### src/rtl/dpk_pkg.sv
// ----------------------------------------------------------------------------
// dpk_pkg
// Shared constants, types and helpers for the DTMF peak key / passcode block.
// ----------------------------------------------------------------------------
`default_nettype none

package dpk_pkg;

    // Spectrum and code geometry
    localparam int unsigned TRANSFORM_LENGTH = 1024;
    localparam int unsigned CODE_LENGTH      = 4;
    localparam int unsigned SAMPLE_RATE_HZ   = 20000;
    localparam int unsigned HALF_WINDOW_HZ   = 10;

    // Field widths
    localparam int unsigned BIN_W      = 9;
    localparam int unsigned MAG_W      = 23;
    localparam int unsigned CODE_W     = 4;
    localparam int unsigned ENTERED_W  = 3;
    localparam int unsigned VERDICT_W  = 2;
    localparam int unsigned PASS_W     = 16;
    localparam int unsigned CFG_DATA_W = 23;
    localparam int unsigned NUM_TONES  = 4;
    localparam int unsigned TONE_IDX_W = 2;

    // Key counter and entry slot widths follow from the code length
    localparam int unsigned CNT_W = $clog2(CODE_LENGTH + 1);
    localparam int unsigned IDX_W = (CODE_LENGTH > 1) ? $clog2(CODE_LENGTH) : 1;
    localparam int unsigned PASS_DIGITS = PASS_W / CODE_W;

    // Reset values of the configuration registers
    localparam logic [MAG_W-1:0]  THRESHOLD_RESET = MAG_W'(20000);
    localparam logic [PASS_W-1:0] PASSCODE_RESET  = PASS_W'(390);

    // Key count as reported on the output when the entry is complete
    localparam logic [ENTERED_W-1:0] ENTERED_FULL = ENTERED_W'(CODE_LENGTH);

    // DTMF tone frequencies in Hz
    localparam int unsigned ROW_TONE [NUM_TONES] = '{697, 770, 852, 941};
    localparam int unsigned COL_TONE [NUM_TONES] = '{1209, 1336, 1477, 1633};

    // Bin windows: (f-10)*N < bin*20000 < (f+10)*N, solved for bin at elaboration
    localparam int unsigned ROW_BIN_LO [NUM_TONES] = '{
        (ROW_TONE[0] - HALF_WINDOW_HZ) * TRANSFORM_LENGTH / SAMPLE_RATE_HZ + 1,
        (ROW_TONE[1] - HALF_WINDOW_HZ) * TRANSFORM_LENGTH / SAMPLE_RATE_HZ + 1,
        (ROW_TONE[2] - HALF_WINDOW_HZ) * TRANSFORM_LENGTH / SAMPLE_RATE_HZ + 1,
        (ROW_TONE[3] - HALF_WINDOW_HZ) * TRANSFORM_LENGTH / SAMPLE_RATE_HZ + 1
    };
    localparam int unsigned ROW_BIN_HI [NUM_TONES] = '{
        ((ROW_TONE[0] + HALF_WINDOW_HZ) * TRANSFORM_LENGTH - 1) / SAMPLE_RATE_HZ,
        ((ROW_TONE[1] + HALF_WINDOW_HZ) * TRANSFORM_LENGTH - 1) / SAMPLE_RATE_HZ,
        ((ROW_TONE[2] + HALF_WINDOW_HZ) * TRANSFORM_LENGTH - 1) / SAMPLE_RATE_HZ,
        ((ROW_TONE[3] + HALF_WINDOW_HZ) * TRANSFORM_LENGTH - 1) / SAMPLE_RATE_HZ
    };
    localparam int unsigned COL_BIN_LO [NUM_TONES] = '{
        (COL_TONE[0] - HALF_WINDOW_HZ) * TRANSFORM_LENGTH / SAMPLE_RATE_HZ + 1,
        (COL_TONE[1] - HALF_WINDOW_HZ) * TRANSFORM_LENGTH / SAMPLE_RATE_HZ + 1,
        (COL_TONE[2] - HALF_WINDOW_HZ) * TRANSFORM_LENGTH / SAMPLE_RATE_HZ + 1,
        (COL_TONE[3] - HALF_WINDOW_HZ) * TRANSFORM_LENGTH / SAMPLE_RATE_HZ + 1
    };
    localparam int unsigned COL_BIN_HI [NUM_TONES] = '{
        ((COL_TONE[0] + HALF_WINDOW_HZ) * TRANSFORM_LENGTH - 1) / SAMPLE_RATE_HZ,
        ((COL_TONE[1] + HALF_WINDOW_HZ) * TRANSFORM_LENGTH - 1) / SAMPLE_RATE_HZ,
        ((COL_TONE[2] + HALF_WINDOW_HZ) * TRANSFORM_LENGTH - 1) / SAMPLE_RATE_HZ,
        ((COL_TONE[3] + HALF_WINDOW_HZ) * TRANSFORM_LENGTH - 1) / SAMPLE_RATE_HZ
    };

    // Configuration register indexes
    typedef enum logic [0:0] {
        CFG_MAG_THRESHOLD = 1'b0,
        CFG_PASSCODE_KEYS = 1'b1
    } t_cfg_reg;

    // Passcode verdict codes
    typedef enum logic [VERDICT_W-1:0] {
        VERDICT_INCOMPLETE = 2'd0,
        VERDICT_CORRECT    = 2'd1,
        VERDICT_INCORRECT  = 2'd2
    } t_verdict;

    // Tone window hits for one bin
    typedef struct packed {
        logic                  row_hit;
        logic [TONE_IDX_W-1:0] row_idx;
        logic                  col_hit;
        logic [TONE_IDX_W-1:0] col_idx;
    } t_tone_hit;

    // Key decision handed from peak tracking to the entry check
    typedef struct packed {
        logic              fire;
        logic              key_valid;
        logic [CODE_W-1:0] key_code;
    } t_key_event;

    // Expected key at slot t; digits past the register read as zero
    function automatic logic [CODE_W-1:0] pass_digit(
        input logic [PASS_W-1:0] pass,
        input int unsigned       t
    );
        logic [CODE_W-1:0] digit;
        digit = '0;
        if (t < PASS_DIGITS) begin
            digit = pass[CODE_W*t +: CODE_W];
        end
        return digit;
    endfunction

endpackage

`default_nettype wire

### src/rtl/dpk_tone_match.sv
// ----------------------------------------------------------------------------
// dpk_tone_match
// Maps a spectrum bin number onto the row and column DTMF tone windows.
// ----------------------------------------------------------------------------
`default_nettype none

module dpk_tone_match (
    input  wire logic [dpk_pkg::BIN_W-1:0] i_bin,
    output dpk_pkg::t_tone_hit             o_hit
);

    logic [31:0] w_bin_ext;

    assign w_bin_ext = 32'(i_bin);

    // Check each tone window; windows are disjoint, so at most one hits per group
    always_comb begin
        o_hit = '0;
        for (int t = 0; t < dpk_pkg::NUM_TONES; t++) begin
            if (w_bin_ext >= dpk_pkg::ROW_BIN_LO[t] && w_bin_ext <= dpk_pkg::ROW_BIN_HI[t]) begin
                o_hit.row_hit = 1'b1;
                o_hit.row_idx = dpk_pkg::TONE_IDX_W'(t);
            end
            if (w_bin_ext >= dpk_pkg::COL_BIN_LO[t] && w_bin_ext <= dpk_pkg::COL_BIN_HI[t]) begin
                o_hit.col_hit = 1'b1;
                o_hit.col_idx = dpk_pkg::TONE_IDX_W'(t);
            end
        end
    end

endmodule

`default_nettype wire

### src/rtl/dpk_peak_track.sv
// ----------------------------------------------------------------------------
// dpk_peak_track
// Running row and column peaks over one capture, and the key decision at its
// last bin.
// ----------------------------------------------------------------------------
`default_nettype none

module dpk_peak_track (
    input  wire logic                          i_clk,
    input  wire logic                          i_rst_n,
    input  wire logic                          i_step,
    input  wire logic [dpk_pkg::MAG_W-1:0]     i_mag,
    input  wire logic                          i_last,
    input  wire dpk_pkg::t_tone_hit            i_hit,
    input  wire logic [dpk_pkg::MAG_W-1:0]     i_threshold,
    output dpk_pkg::t_key_event                o_evt
);

    logic [dpk_pkg::MAG_W-1:0]      r_row_peak, n_row_peak;
    logic [dpk_pkg::MAG_W-1:0]      r_col_peak, n_col_peak;
    logic [dpk_pkg::TONE_IDX_W-1:0] r_row_idx, n_row_idx;
    logic [dpk_pkg::TONE_IDX_W-1:0] r_col_idx, n_col_idx;
    logic                           r_row_found, n_row_found;
    logic                           r_col_found, n_col_found;
    logic                           w_key_ok;

    // Take a bin as new peak only when strictly greater
    always_comb begin
        n_row_peak  = r_row_peak;
        n_row_idx   = r_row_idx;
        n_row_found = r_row_found;
        n_col_peak  = r_col_peak;
        n_col_idx   = r_col_idx;
        n_col_found = r_col_found;
        if (i_hit.row_hit && i_mag > r_row_peak) begin
            n_row_peak  = i_mag;
            n_row_idx   = i_hit.row_idx;
            n_row_found = 1'b1;
        end
        if (i_hit.col_hit && i_mag > r_col_peak) begin
            n_col_peak  = i_mag;
            n_col_idx   = i_hit.col_idx;
            n_col_found = 1'b1;
        end
    end

    // Decide the key from the peaks including this bin
    assign w_key_ok = n_row_found && n_col_found &&
                      (n_row_peak > i_threshold) && (n_col_peak > i_threshold);

    assign o_evt.fire      = i_step && i_last;
    assign o_evt.key_valid = w_key_ok;
    assign o_evt.key_code  = w_key_ok ? {n_row_idx, n_col_idx} : '0;

    // Advance peaks per bin, drop them after the last bin of a capture
    always_ff @(posedge i_clk) begin
        if (!i_rst_n) begin
            r_row_peak  <= '0;
            r_col_peak  <= '0;
            r_row_idx   <= '0;
            r_col_idx   <= '0;
            r_row_found <= 1'b0;
            r_col_found <= 1'b0;
        end else if (i_step) begin
            if (i_last) begin
                r_row_peak  <= '0;
                r_col_peak  <= '0;
                r_row_idx   <= '0;
                r_col_idx   <= '0;
                r_row_found <= 1'b0;
                r_col_found <= 1'b0;
            end else begin
                r_row_peak  <= n_row_peak;
                r_col_peak  <= n_col_peak;
                r_row_idx   <= n_row_idx;
                r_col_idx   <= n_col_idx;
                r_row_found <= n_row_found;
                r_col_found <= n_col_found;
            end
        end
    end

endmodule

`default_nettype wire

### src/rtl/dpk_entry_check.sv
// ----------------------------------------------------------------------------
// dpk_entry_check
// Collects accepted keys into the entry, compares a full entry against the
// passcode and holds the result in the output register.
// ----------------------------------------------------------------------------
`default_nettype none

module dpk_entry_check (
    input  wire logic                               i_clk,
    input  wire logic                               i_rst_n,
    input  wire dpk_pkg::t_key_event                i_evt,
    input  wire logic [dpk_pkg::PASS_W-1:0]         i_passcode,
    input  wire logic                               i_out_ready,
    output logic                                    o_valid,
    output logic                                    o_key_valid,
    output logic [dpk_pkg::CODE_W-1:0]              o_key_code,
    output logic [dpk_pkg::ENTERED_W-1:0]           o_keys_entered,
    output dpk_pkg::t_verdict                       o_verdict
);

    logic [dpk_pkg::CODE_W-1:0]    r_keys [dpk_pkg::CODE_LENGTH];
    logic [dpk_pkg::CODE_W-1:0]    n_keys [dpk_pkg::CODE_LENGTH];
    logic [dpk_pkg::CNT_W-1:0]     r_count, n_count;
    logic [dpk_pkg::CNT_W-1:0]     w_count_after;
    logic [dpk_pkg::IDX_W-1:0]     w_slot;
    logic [31:0]                   w_count_ext;
    logic                          w_full;
    logic                          w_match;
    dpk_pkg::t_verdict             w_verdict;

    logic                          r_o_valid;
    logic                          r_o_key_valid;
    logic [dpk_pkg::CODE_W-1:0]    r_o_code;
    logic [dpk_pkg::ENTERED_W-1:0] r_o_entered;
    dpk_pkg::t_verdict             r_o_verdict;

    assign w_slot = r_count[dpk_pkg::IDX_W-1:0];

    // Entry as it stands with this capture's key placed
    always_comb begin
        for (int t = 0; t < dpk_pkg::CODE_LENGTH; t++) begin
            n_keys[t] = r_keys[t];
            if (i_evt.key_valid && w_slot == dpk_pkg::IDX_W'(t)) begin
                n_keys[t] = i_evt.key_code;
            end
        end
    end

    // Count keys and compare a full entry digit by digit
    always_comb begin
        w_count_after = i_evt.key_valid ? r_count + 1'b1 : r_count;
        w_full        = (w_count_after == dpk_pkg::CNT_W'(dpk_pkg::CODE_LENGTH));
        w_match       = 1'b1;
        for (int t = 0; t < dpk_pkg::CODE_LENGTH; t++) begin
            if (n_keys[t] != dpk_pkg::pass_digit(i_passcode, t)) begin
                w_match = 1'b0;
            end
        end
        if (!w_full) begin
            w_verdict = dpk_pkg::VERDICT_INCOMPLETE;
        end else if (w_match) begin
            w_verdict = dpk_pkg::VERDICT_CORRECT;
        end else begin
            w_verdict = dpk_pkg::VERDICT_INCORRECT;
        end
        n_count     = w_full ? '0 : w_count_after;
        w_count_ext = 32'(w_count_after);
    end

    // Write the accepted key into its slot; the store needs no reset
    always_ff @(posedge i_clk) begin
        if (i_evt.fire && i_evt.key_valid) begin
            r_keys[w_slot] <= i_evt.key_code;
        end
    end

    // Advance the key count at most once per capture
    always_ff @(posedge i_clk) begin
        if (!i_rst_n) begin
            r_count <= '0;
        end else if (i_evt.fire) begin
            r_count <= n_count;
        end
    end

    // Hold the result until the receiver takes it
    always_ff @(posedge i_clk) begin
        if (!i_rst_n) begin
            r_o_valid <= 1'b0;
        end else if (i_evt.fire) begin
            r_o_valid <= 1'b1;
        end else if (i_out_ready) begin
            r_o_valid <= 1'b0;
        end
    end

    always_ff @(posedge i_clk) begin
        if (i_evt.fire) begin
            r_o_key_valid <= i_evt.key_valid;
            r_o_code      <= i_evt.key_code;
            r_o_entered   <= w_count_ext[dpk_pkg::ENTERED_W-1:0];
            r_o_verdict   <= w_verdict;
        end
    end

    assign o_valid        = r_o_valid;
    assign o_key_valid    = r_o_key_valid;
    assign o_key_code     = r_o_code;
    assign o_keys_entered = r_o_entered;
    assign o_verdict      = r_o_verdict;

`ifndef SYNTHESIS
    a_count_below_full: assert property (@(posedge i_clk) disable iff (!i_rst_n)
        r_count < dpk_pkg::CNT_W'(dpk_pkg::CODE_LENGTH))
        else $error("key count reached full length without clearing");

    a_verdict_needs_full: assert property (@(posedge i_clk) disable iff (!i_rst_n)
        r_o_valid && r_o_verdict != dpk_pkg::VERDICT_INCOMPLETE
            |-> r_o_entered == dpk_pkg::ENTERED_FULL)
        else $error("verdict given on an incomplete entry");

    a_rejected_key_quiet: assert property (@(posedge i_clk) disable iff (!i_rst_n)
        r_o_valid && !r_o_key_valid
            |-> r_o_code == '0 && r_o_verdict == dpk_pkg::VERDICT_INCOMPLETE)
        else $error("rejected key carries a code or verdict");

    a_count_holds_on_reject: assert property (@(posedge i_clk) disable iff (!i_rst_n)
        i_evt.fire && !i_evt.key_valid |=> $stable(r_count))
        else $error("key count moved on a rejected capture");
`endif

endmodule

`default_nettype wire

### src/rtl/dtmf_peak_key_passcode.sv
// ----------------------------------------------------------------------------
// dtmf_peak_key_passcode
// DTMF key detection from spectrum bins with a four-key passcode check.
// ----------------------------------------------------------------------------
// Usage:
//   The s_axis channel carries one spectrum bin per request: bin number and
//   magnitude in tdata, tlast on the final bin of a capture. Bins are taken
//   at one per cycle unless a final bin waits; the input register feeds the
//   peak logic directly. Only a request with tlast set produces a result on
//   m_axis: it passes the input register, then the result register, where
//   m_axis_tvalid rises. Sustained throughput is one bin per cycle while no
//   final bin waits, set by the single compare-and-update pass on the peak
//   registers.
//   When the receiver stalls, non-final bins keep flowing; a final bin waits
//   in the input register until the result register is free, and
//   s_axis_tready stays low while it waits.
//   Configuration writes on i_cfg_* take effect at the clock edge; write them
//   only while no capture is in flight.
//   Reset (synchronous, active low) empties both registers, clears the peaks
//   and the key count, and loads threshold 20000 and passcode keys 390.
// ----------------------------------------------------------------------------
`default_nettype none

module dtmf_peak_key_passcode (
    input  wire logic                                i_clk,
    input  wire logic                                i_rst_n,
    // configuration write port
    input  wire logic                                i_cfg_we,
    input  wire logic [0:0]                          i_cfg_index,
    input  wire logic [dpk_pkg::CFG_DATA_W-1:0]      i_cfg_data,
    // bin stream
    input  wire logic                                s_axis_tvalid,
    output logic                                     s_axis_tready,
    // bin_index[8:0], magnitude[31:9]
    input  wire logic [31:0]                         s_axis_tdata,  // bin_index, magnitude
    input  wire logic                                s_axis_tlast,  // last_bin
    // result stream
    output logic                                     m_axis_tvalid,
    input  wire logic                                m_axis_tready,
    // key_code[3:0], keys_entered[6:4], verdict[8:7], zeros[15:9]
    output logic [15:0]                              m_axis_tdata,  // key_code, entered, verdict
    output logic [0:0]                               m_axis_tuser   // key_valid
);

    logic                            r_in_valid;
    logic [dpk_pkg::BIN_W-1:0]       r_in_bin;
    logic [dpk_pkg::MAG_W-1:0]       r_in_mag;
    logic                            r_in_last;
    logic [dpk_pkg::MAG_W-1:0]       r_threshold;
    logic [dpk_pkg::PASS_W-1:0]      r_passcode;

    logic                            w_s_accept;
    logic                            w_step;
    logic                            w_out_free;
    logic                            w_out_valid;
    logic                            w_key_valid;
    logic [dpk_pkg::CODE_W-1:0]      w_key_code;
    logic [dpk_pkg::ENTERED_W-1:0]   w_entered;
    dpk_pkg::t_verdict               w_verdict;
    dpk_pkg::t_tone_hit              w_hit;
    dpk_pkg::t_key_event             w_evt;

    // Advance the input register unless a final bin meets a full result register
    assign w_out_free    = !w_out_valid || m_axis_tready;
    assign w_step        = r_in_valid && (!r_in_last || w_out_free);
    assign s_axis_tready = !r_in_valid || w_step;
    assign w_s_accept    = s_axis_tvalid && s_axis_tready;

    always_ff @(posedge i_clk) begin
        if (!i_rst_n) begin
            r_in_valid <= 1'b0;
        end else if (w_s_accept) begin
            r_in_valid <= 1'b1;
        end else if (w_step) begin
            r_in_valid <= 1'b0;
        end
    end

    always_ff @(posedge i_clk) begin
        if (w_s_accept) begin
            r_in_bin  <= s_axis_tdata[dpk_pkg::BIN_W-1:0];
            r_in_mag  <= s_axis_tdata[dpk_pkg::BIN_W +: dpk_pkg::MAG_W];
            r_in_last <= s_axis_tlast;
        end
    end

    // Load configuration registers
    always_ff @(posedge i_clk) begin
        if (!i_rst_n) begin
            r_threshold <= dpk_pkg::THRESHOLD_RESET;
            r_passcode  <= dpk_pkg::PASSCODE_RESET;
        end else if (i_cfg_we) begin
            unique case (dpk_pkg::t_cfg_reg'(i_cfg_index))
                dpk_pkg::CFG_MAG_THRESHOLD: begin
                    r_threshold <= i_cfg_data[dpk_pkg::MAG_W-1:0];
                end
                dpk_pkg::CFG_PASSCODE_KEYS: begin
                    r_passcode <= i_cfg_data[dpk_pkg::PASS_W-1:0];
                end
                default: begin
                    r_threshold <= r_threshold;
                end
            endcase
        end
    end

    dpk_tone_match u_tone_match (
        .i_bin (r_in_bin),
        .o_hit (w_hit)
    );

    dpk_peak_track u_peak_track (
        .i_clk       (i_clk),
        .i_rst_n     (i_rst_n),
        .i_step      (w_step),
        .i_mag       (r_in_mag),
        .i_last      (r_in_last),
        .i_hit       (w_hit),
        .i_threshold (r_threshold),
        .o_evt       (w_evt)
    );

    dpk_entry_check u_entry_check (
        .i_clk          (i_clk),
        .i_rst_n        (i_rst_n),
        .i_evt          (w_evt),
        .i_passcode     (r_passcode),
        .i_out_ready    (m_axis_tready),
        .o_valid        (w_out_valid),
        .o_key_valid    (w_key_valid),
        .o_key_code     (w_key_code),
        .o_keys_entered (w_entered),
        .o_verdict      (w_verdict)
    );

    // Pack the result request
    assign m_axis_tvalid = w_out_valid;
    assign m_axis_tuser  = w_key_valid;
    assign m_axis_tdata  = {7'b0, w_verdict, w_entered, w_key_code};

endmodule

`default_nettype wire

### config.mk
export PLATFORM = sky130hd
export DESIGN_NAME = dtmf_peak_key_passcode
export DESIGN_NICKNAME = d
export VERILOG_FILES = /design/src/rtl/dpk_pkg.sv /design/src/rtl/dpk_tone_match.sv /design/src/rtl/dpk_peak_track.sv /design/src/rtl/dpk_entry_check.sv /design/src/rtl/dtmf_peak_key_passcode.sv
export SDC_FILE = /design/constraint.sdc
export NUM_CORES = 1
export LEC_CHECK = 0
export ABC_AREA = 1
export BUFFER_PORTS_ARGS = -buffer_cell sky130_fd_sc_hd__buf_2
export CAP_MARGIN = 5
export CORE_MARGIN = 4
export CORE_UTILIZATION = 65
export DETAILED_ROUTE_END_ITERATION = 7
export HOLD_SLACK_MARGIN = 0.02
export MAX_ROUTING_LAYER = met4
export PLACE_DENSITY = 0.86
export SLEW_MARGIN = 15
export SYNTH_ARGS = -nofsm -noshare
export SYNTH_HDL_FRONTEND = slang
export SYNTH_SLANG_ARGS = --single-unit
export TNS_END_PERCENT = 30
### constraint.sdc
create_clock -name i_clk -period 6.9 [get_ports i_clk]
set_clock_uncertainty 0.1 [all_clocks]
set_input_delay 0.345 -clock i_clk [delete_from_list [all_inputs] [get_ports i_clk]]
set_output_delay 0.345 -clock i_clk [all_outputs]
set_load 0.02 [all_outputs]
==> impl_metrics.csv <==
group,metric,value,unit
synth,synth_adder_area_share,0.129,
synth,synth_common_cells,"nand2_1, inv_1, a21oi_1, dfxtp_1, ha_1",
finish,drive_above_1_share,0.102,
finish,antenna_cells,0,
worst_setup_path,cp-endpoint,"u_entry_check.o_verdict[1]",
status,status,"complete, no violations",
route,met2_length,11.3,mm
die,die_x,128,um
route,post_drt_via_cell_ratio,5.46,
route,drc,0,
synth,synth_most_common_cell,"nand2_1",
pwr,internal_power,1530,uW
worst_setup_path,cpMaxStageDelayCell,"edfxtp_1",
job,maxCapViolations,0,
sta,final.setup.tns,0,ps
clock_network,cts_root_buf,"clkbuf_16",
pwr,comb_power_share,0.101,
worst_setup_path,crit_fanout,48,
sta,finalSetupViolCount,0,
global_routing,grt_util_all_layers,0.306,
finish,syn_to_final_growth,13.8,%
synth,synthCells,1256,
worst_setup_path,startpoint,"r_in_mag[22]",
placement,place_hpwl,16.5,mm
pwr,ir_drop,0.185,mV
sta,finalHoldViolations,0,
route,ant_nets,0,
worst_setup_path,cp-start-kind,"flip-flop",
die,design.die.area,0.0163,mm^2
synth,synth-warning-count,0,
synth,synthMuxAreaShare,0,
clock_network,cts_tree,"done",
route,top_layer,"met4",
sta,period_minus_slack,5200,ps
die,dieHeight,128,um
route,drt_iter0_drc,663,
synth,netlist_top_cells_area,"dfxtp_1, edfxtp_1, nand2_1",
route,first_pass_iters,7,
synth,synth_flop_cell,"dfxtp_1",
worst_setup_path,required,6990,ps
clock_network,cts_sinks,155,
die,initial_core_util,0.668,
clock_network,cts_max_path_buffers,2,
global_routing,antenna_found_initial,0,
clock_network,clk_pin_slew,60,ps
sta,min_period_over_period,0.754,
sta,slew_viol_final,0,
synth,synth_compound_area_frac,0.124,
synth,yosys.area.top_type,"dfxtp_1",
worst_setup_path,path_buf_inv,1,
placement,gp_congestion,0.948,
synth,synth_seq_area_share,0.397,
synth,synth_top_family_by_area,"simple AND/OR/NAND/NOR gates",
clock_network,clk_latency,440,ps
die,io-pin-count,81,
worst_setup_path,slowest_delay,470,ps
synth,syn_avg_cell_area,7.41,um^2
clock_network,cts.htree.levels,4,
sta,rsz0062_at_grt,"false",
worst_setup_path,r2r_end,"u_entry_check.o_verdict[1]",
worst_setup_path,timing_worst_setup_path_type,"reg2reg",
pwr,swShare,0.256,
route,routed_wl,23.3,mm
pwr,power_frac_clock,0.414,
die,placementRows,43,
finish,fillerInstances,994,
sta,timing.slew.headroom,0.386,
route,wl_met3,1.65,mm
global_routing,grt_pass1_vias,8214,
global_routing,grt.overflow.total,0,
worst_setup_path,critical_path.top_delay_family,"simple AND/OR/NAND/NOR gates",
sta,fmax,192,MHz
clock_network,cts_made_buffers,17,
pwr,p_leak,0.00514,uW
placement,portBuffers,73,
synth,syn_area,0.00931,mm^2
pwr,p_total,2060,uW
synth,synth_simple_gate_area_frac,0.243,
worst_setup_path,worst_r2r_startpoint,"r_in_mag[22]",
finish,nNetsFinal,1503,
synth,post_synth_num_cell_types,40,
synth,synth-seq-cells,155,
global_routing,grt_first_pass_wirelength,38.6,mm
route,wl_per_cell,15.1,um
worst_setup_path,endpoint_kind,"flip-flop",
pwr,power_switching,526,uW
route,wl_met1,9.51,mm
synth,async_flop_share,0,
route,num_vias,8392,
worst_setup_path,r2r_slack,1700,ps
clock_network,cts_resized,0,
pwr,power_density,194,mW/mm^2
pwr,pwr-share-seq,0.485,
worst_setup_path,critPathArrivalTime,5290,ps
sta,tightestPinTransition,920,ps
worst_setup_path,crit_top_cell,"nand2_1",
synth,synth-xor-area-share,0.00269,
synth,synth_largest_type_area_fraction,0.206,
worst_setup_path,cp.depth,30,
synth,synth_edf_count,59,
die,core-area,0.0139,mm^2
worst_setup_path,r2r_cells,30,
global_routing,grt_max_degree,54,
min_path,hold_path.class,"in2reg",
[per-stage QoR]
step,cells,hold WS (ps),area (um^2),utilization,worst slack [ps]
after floorplan,1262,344,9330,-,2760
after global placement,1473,352,9740,0.699,1980
after detailed placement,1473,355,9740,0.699,1810
after CTS,1538,42.5,10600,0.760,1790
after global routing,1538,65.7,10600,0.760,1120
final,1538,46.7,10600,0.760,1700
[routing by layer]
metal,up-vias,GRT usage
met3,75,0.0588
met2,347,0.513
li1,4194,-
met4,0,0.119
met5,-,-
met1,3776,0.365
[registers in the layout (all words and copies together), names as in the netlist, 2 cells and up]
register / cells
r_in_bin: 9
r_in_mag: 23
r_passcode: 16
r_threshold: 23
u_entry_check.o_key_code: 4
u_entry_check.o_keys_entered: 3
u_entry_check.o_verdict: 2
u_entry_check.r_count: 3
u_entry_check.r_keys: 16
u_peak_track.r_col_idx: 2
u_peak_track.r_col_peak: 23
u_peak_track.r_row_idx: 2
u_peak_track.r_row_peak: 23
[power groups by stage]
stage	Combinational [uW]	Clock, uW	Sequential, uW
4_1_cts	206	857	997
3_3_place_gp	182	0	1020
2_1_floorplan	128	0	1010
6_report	208	852	998
5_1_grt	236	901	1000
3_5_place_dp	188	0	1020
[final cells by class]
cell class,count,area (um^2),share of cell area
timing repair buffer,110,726,0.0685
tap,180,225,0.0213
clock inverter,12,71.3,0.00673
inverter,198,743,0.0701
multi-input combinational,863,4680,0.442
clock buffer,20,458,0.0432
sequential,155,3690,0.349
[how the worst min path moves through the flow]
| stage | start | endpoint | slack [ps] | depth (start not counted) |
|---|---|---|---|---|
| after global routing | i_cfg_data[14] | r_threshold[14] | 70 | 3 |
| after detailed placement | u_peak_track.r_row_peak[7] | u_peak_track.r_row_peak[7] | 360 | 2 |
| after global placement | u_peak_track.r_row_idx[1] | u_peak_track.r_row_idx[1] | 350 | 2 |
| after CTS | i_cfg_data[2] | r_passcode[2] | 40 | 3 |
| after floorplan | s_axis_tdata[0] | r_in_bin[0] | 340 | 0 |
| final | i_cfg_data[2] | r_passcode[2] | 50 | 3 |
[kinds of logic (layout without fill, tap and decap cells)]
family / count (synthesis) / after routing
xor gates and xnor gates: 2 / 2
DFF: 155 / 155
adders and majority gates: 96 / 96
and+or+nand+nor: 540 / 540
other: 1 / 7
AOI/OAI and AO/OA: 218 / 218
buffers and inverters: 244 / 340
[tightest hold or removal path, delay by kind of cell]
family                 cells  cell delay [ps]
buffers and inverters      1               90
AOI/OAI and AO/OA          1               60
and+or+nand+nor            1               50
[cell usage in the layout, fill, tap and decap left out, drive strengths merged]
master / n
nor2: 100
conb: 7
nand2: 358
clkinv: 9
clkinvlp: 2
nand3b: 5
o211ai: 10
and3: 1
o21ai: 61
inv: 199
nand3: 66
clkbuf: 20
o21a: 1
nor3: 1
edfxtp: 59
or2: 2
a21o: 7
a211oi: 2
buf: 77
nand4: 7
a21oi: 132
o22ai: 3
dfxtp: 96
ha: 96
xor2: 2
a21boi: 2
dlygate4sd3: 33
[timing repair]
action                    4_1_cts  5_1_grt
hold buffers                   33        0
hold endpoints to repair       33        0
buffers inserted                0        0
Note: power is estimated with default switching activity, not from simulation.
